[src/hdl/dwb_pkg.sv]
// shared constants and types of the dictionary word break checker
package dwb_pkg;

    localparam int MAX_WORDS    = 16;
    localparam int MAX_WORD_LEN = 16;

    // stored word length, 0 .. MAX_WORD_LEN
    localparam int LEN_W  = $clog2(MAX_WORD_LEN + 1);
    // loading length saturates at MAX_WORD_LEN + 1
    localparam int LLEN_W = $clog2(MAX_WORD_LEN + 2);
    // word count, 0 .. MAX_WORDS
    localparam int CNT_W  = $clog2(MAX_WORDS + 1);

    localparam logic [1:0] REQ_CLEAR = 2'd0;
    localparam logic [1:0] REQ_DICT  = 2'd1;
    localparam logic [1:0] REQ_TEXT  = 2'd2;

    typedef logic [MAX_WORD_LEN-1:0][7:0] char_window_t;

    typedef struct packed {
        logic             clear;
        logic             load;
        logic             commit;
        logic [7:0]       symbol;
        logic [LEN_W-1:0] length;
    } cell_ctrl_t;

endpackage

[src/hdl/dwb_word_cell.sv]
// one dictionary slot: stored word, its length and the match against recent text
module dwb_word_cell (
    input  logic                  clk,
    input  logic                  rst_n,
    input  dwb_pkg::cell_ctrl_t   ctrl,
    input  dwb_pkg::char_window_t window,
    input  logic [dwb_pkg::MAX_WORD_LEN-1:0] reach,
    output logic                  hit
);
    import dwb_pkg::*;

    // characters shift in, so the last one sits at position 0 and lines up
    // with the newest text character
    char_window_t        chars_reg;
    char_window_t        chars_next;
    logic [LEN_W-1:0]    len_reg;
    logic [MAX_WORD_LEN-1:0] pos_ok;
    logic                reach_ok;

    always_comb
    begin
        chars_next[0] = ctrl.symbol;
        for (int k = 1; k < MAX_WORD_LEN; k++)
        begin
            chars_next[k] = chars_reg[k-1];
        end
    end

    always_ff @(posedge clk)
    begin
        if (ctrl.load)
        begin
            chars_reg <= chars_next;
        end
    end

    always_ff @(posedge clk or negedge rst_n)
    begin
        if (!rst_n)
        begin
            len_reg <= '0;
        end
        else if (ctrl.clear)
        begin
            len_reg <= '0;
        end
        else if (ctrl.commit)
        begin
            len_reg <= ctrl.length;
        end
    end

    always_comb
    begin
        reach_ok = 1'b0;
        for (int k = 0; k < MAX_WORD_LEN; k++)
        begin
            pos_ok[k] = (chars_reg[k] == window[k]) || (LEN_W'(k) >= len_reg);
            if (len_reg == LEN_W'(k + 1))
            begin
                reach_ok = reach[k];
            end
        end
    end

    // a zero length never selects a reach bit, so empty slots never hit
    assign hit = reach_ok && (&pos_ok);

endmodule

[config.mk]
export PLATFORM = sky130hd
export DESIGN_NAME = dwb_word_cell
export DESIGN_NICKNAME = d
export VERILOG_FILES = /design/src/hdl/dwb_pkg.sv /design/src/hdl/dwb_word_cell.sv
export SDC_FILE = /design/constraint.sdc
export NUM_CORES = 1
export LEC_CHECK = 0
export ABC_AREA = 1
export BUFFER_PORTS_ARGS = -buffer_cell sky130_fd_sc_hd__buf_2
export CAP_MARGIN = 40
export CORE_MARGIN = 2
export CORE_UTILIZATION = 59
export CTS_BUF_LIST = sky130_fd_sc_hd__clkbuf_8
export DETAILED_ROUTE_END_ITERATION = 8
export GPL_TIMING_DRIVEN = 0
export PLACE_DENSITY_LB_ADDON = 0.3
export SLEW_MARGIN = 20
export SYNTH_ARGS = -nofsm -noshare
export SYNTH_HDL_FRONTEND = slang
export SYNTH_SLANG_ARGS = --single-unit
[constraint.sdc]
create_clock -name clk -period 3 [get_ports clk]
set_input_delay 0.15 -clock clk [delete_from_list [all_inputs] [get_ports clk]]
set_output_delay 0.15 -clock clk [all_outputs]
set_load 0.01 [all_outputs]
=== After elaboration in Yosys (flattened, before gate mapping) ===
Index checks and enable logic that the tools add are counted.

* Input port bits: 162
* Output and inout bits: 1
* Bits in registers: 133
* Word-level logic and storage cells: 102

* Multiplexer cells: 18
* Eq/ne operators: 32
* $lt $le $gt $ge: 16
* Reductions and logical operators: 19

{| class="wikitable"
|+ Operators by type and width
! cell !! count
|-
| equality test 8 bit || 16
|-
| equality test 5 x 4 -> 1 bit, second input constant || 8
|-
| greater-or-equal comparator 4 x 5 -> 1 bit, first input constant || 8
|-
| equality test 5 x 3 -> 1 bit, second input constant || 4
|-
| greater-or-equal comparator 3 x 5 -> 1 bit, first input constant || 4
|-
| logical OR 1 bit || 16
|-
| two-way mux 1 bit || 16
|-
| AND reduction 16 bit || 1
|-
| equality test 5 x 2 -> 1 bit, second input constant || 2
|-
| greater-or-equal comparator 1 x 5 -> 1 bit, first input constant || 2
|-
| greater-or-equal comparator 2 x 5 -> 1 bit, first input constant || 2
|-
| two-way mux 5 bit || 2
|-
| equality test 5 x 1 -> 1 bit, second input constant || 1
|-
| equality test 5 bit, second input constant || 1
|-
| nonzero test 2 bit || 1
|-
| logical AND 1 bit || 1
|}

=== Logic depth before layout (Yosys ltp) ===
* Depth in word-level cells: 18
* Mapped depth: 13
* Gate-level depth less buffers: 13

=== Worst setup path after synthesis ===
Ideal clock, no wire load.

* Path kind: register to output
* Start: reg len_reg[4]
* End: out hit
* Data required time: 2850 ps
* Setup slack: 1478 ps
* Buffers on the path: 1
* Arrival time: 1372 ps
* Stages on the path, launching flop included: 11
* Cells stage by stage: dfrtp_1 > buf_2 > nor2_2 > nand2_1 > nor3_2 > nor2_1 > nand2_1 > nand3_1 > nor2_1 > nand3_1 > nor2_1

* Cells in the longest elaborated chain, start to end: 18
* Elaborated cells between the ends (all ways): 66
* Classes of those cells: 16 x order compare; 16 x eq/ne; 16 x mux; 18 x reduce/logical

{| class="wikitable"
|+ RTL lines
! element !! line !! RTL
|-
| start, declared || dwb_word_cell.sv:16 || <nowiki>logic [LEN_W-1:0] len_reg;</nowiki>
|-
| start signal, assigned || dwb_word_cell.sv:49 || <nowiki>len_reg <= ctrl.length;</nowiki>
|-
| equality test 5 x 1 -> 1 bit || dwb_word_cell.sv:59 || <nowiki>if (len_reg == LEN_W'(k + 1))</nowiki>
|-
| two-way mux 1 bit (16 in series) || dwb_word_cell.sv:59 ||
|-
| logical AND 1 bit * || dwb_word_cell.sv:67 || <nowiki>assign hit = reach_ok && (&pos_ok);</nowiki>
|-
| end, declared || dwb_word_cell.sv:8 || <nowiki>output logic hit</nowiki>
|}

Every way passes the cells marked *; elsewhere a longest branch is shown, timed or not.

=== Final worst setup path ===
* Start: reg len_reg[1]
* End: out hit

The elaborated chain is that of the path after synthesis.

==> run summary <==
Max stage delay on crit path - 0.32 ns
Outcome - finished clean
Initial Util - 0.609
Placed insts - 897
Routed WL - 13.8 mm
Vias after detailed routing - 4,728
Synth Flop Type - edfxtp_1
Max stage delay cell, worst path - dfrtp_1
DR iter-0 viols - 273
Leakage - 3.47 nW
WL per Instance - 14.6 µm
Final max-slew violation count - 0
Synth top cells by count - 157 x nand2_1, 128 x edfxtp_1, 77 x inv_1
Post-CTS Hold Buffers - 15
Tcrit/Tclk final - 0.771
Core area - 10,400 µm²
Slew headroom - 0.649
Pin count of the biggest net entering global routing - 75
Most common cell in the netlist - nand2_1
Transition time of the tightest slew-check pin - 0.527 ns
Worst hold-check path type - primary input to flip-flop
Worst Path Required - 2.85 ns
Die area - 11,500 µm²
Most used cell along the critical path - nand2_1
Layout cells sized above 1 - 0.259
IO Port Bufs - 162
Worst path arrival time - 2.16 ns
Worst Clk Skew - 0.00755 ns
Clk_lat worst skew - 0.44 ns
# rows - 37
Number of remaining DRC errors - 0
Seq/Total Area, Yosys - 0.629
Fmax - 432 MHz
Final setup violation count - 0
Layout area overhead - 24.5%
Clock Pin Slew Worst Setup and Hold Paths - 0.07 ns
Antenna-violating nets left - 0
Largest cells by area after synthesis - edfxtp_1 61%, xnor2_1 11%, nand2_1 9.3%, inv_1 4.6%, nor2_1 3.5%
Setup crit end kind - primary output
FF+latch area - 3970 µm²
Post-synthesis net count - 760
RSZ-0062 raised after global routing - false
Synth Cell Area - 6310 µm²
Via density - 5.00
Nets - 957
Min Clock Period, post-route - 2.31 ns
# IOs - 163
Design area - 7860 µm²
Clock Sinks - 133
Worst path top cell family by delay - simple AND/OR/NAND/NOR gates
Area of the multi-input gates - 2030 µm²
Post-CTS sizing - 0
Power density cells - 528 nW/µm²
Detailed Routing Iterations Pass 1 - 5
Synth area leader - edfxtp_1
CTS max path bufs - 2
Initial antenna violation count - 2
CP Cell Sequence - buf_2 > inv_2 > nor2_1 > nand3_1 > nand2_1 > nand2_1 > nand2_1 > nand2_1 > nor2_1 > nand3_1 > nor2_1 > buf_2
Crit start category - flip-flop
CTS tree - done
H-tree depth - 4
Die width - 107 µm
Seq cells post-synth - 133
Placement Cell Area - 7330 µm²
Ys Warns - 0
Asr flop ratio synth - 0.0376
Max reg flops - 120
RePlAce Congestion - 0.830
Setup TNS - 0 ns
Crit Path Class - flip-flop to primary output
First-pass GRT wire length - 21.8 mm
Vias in the first global route - 4,863
FILL cells - 732
Peak supply drop - 0.344 mV
Die Height - 107 µm
Post-CTS setup buffer count - 0
Fin. Hold Viols - 0
Root Buffer - clkbuf_8
Top cell type's share of synthesized area - 0.609
EDFF count, synth - 128
Gr ovfl total - 0
Synth Area per Inst - 10.6 µm²
Non-filler instance count after layout - 945
HPWL Detailed - 10.2 mm
Max-cap violations - 0
Syn Inst Count - 598
GRT Total Usage - 0.256
Num CTS Buffers - 17
Max FO, Critical Path - 10
CP bufs+invs - 3
Yosys cell types - 23
WHS - 0.0690 ns
worst paths after layout:
path	start	end	slack (ns)	cells past startpoint
max	len_reg[1]$_DFFE_PN0P_	hit	0.69	12
min	ctrl[15]	len_reg[2]$_DFFE_PN0P_	0.07	3
max reg2reg	len_reg[0]$_DFFE_PN0P_	len_reg[0]$_DFFE_PN0P_	1.80	3
min reg2reg	chars_next[66]$_DFFE_PP_	chars_next[74]$_DFFE_PP_	0.45	0
max in group asynchronous	rst_n	len_reg[4]$_DFFE_PN0P_	2.73	2
min in group asynchronous	rst_n	len_reg[3]$_DFFE_PN0P_	0.12	2
per-layer routing:
layer,global-route usage,part of all wire
met1,0.254,0.35
met2,0.487,0.54
met3,0.0817,0.083
met4,0.102,0.027
met5,0,0.00080
cell usage in the layout, fill, tap and decap left out, types with 13 or more instances in the layout:
cell type / n
buf_2: 165
clkbuf_8: 17
dlygate4sd3_1: 15
edfxtp_1: 128
inv_1: 80
nand2_1: 157
nand3_1: 26
nand4_1: 13
nor2_1: 59
xnor2_1: 76
power by group:
part	total, mW	internal, mW	switching (mW)	leakage [nW]
Sequential	2.23	2.16	0.0678	1.32
Clock	1.45	0.796	0.652	0.203
Combinational	0.473	0.234	0.239	1.95
Total	4.15	3.19	0.959	3.47
worst reg2reg max path: cells and delay by family (launching register included):
family                 cells  cell delay (ns)
buffers and inverters      2             0.40
AOI/OAI and AO/OA          1             0.34
DFF                        1             0.34
cells by family after synthesis:
kind of cell    synth area share
flops                      0.629
xor+xnor                   0.121
buf+inv                   0.0501
simple gates               0.183
compound gates            0.0178
per-stage QoR:
stage	utilization	worst slack, ns	power [mW]
floorplan	-	1.48	2.49
global route	0.758	0.594	4.31
finish	0.758	0.687	4.15
CTS	0.758	0.701	4.18
global placement	0.703	0.382	2.69
detailed placement	0.707	1.20	2.73
layout make-up:
| type | count | share of cell area |
|---|---|---|
| diodes | 1 | 0.000318 |
| well taps | 136 | 0.0216 |
| inverters | 79 | 0.0377 |
| clock buffers | 17 | 0.0298 |
| clock inverters | 15 | 0.0188 |
| repair buffers | 178 | 0.127 |
| plain buffers | 4 | 0.00255 |
| flip-flops and latches | 133 | 0.505 |
| multi-input cells | 382 | 0.258 |
Note: power is estimated with default switching activity, not from simulation.
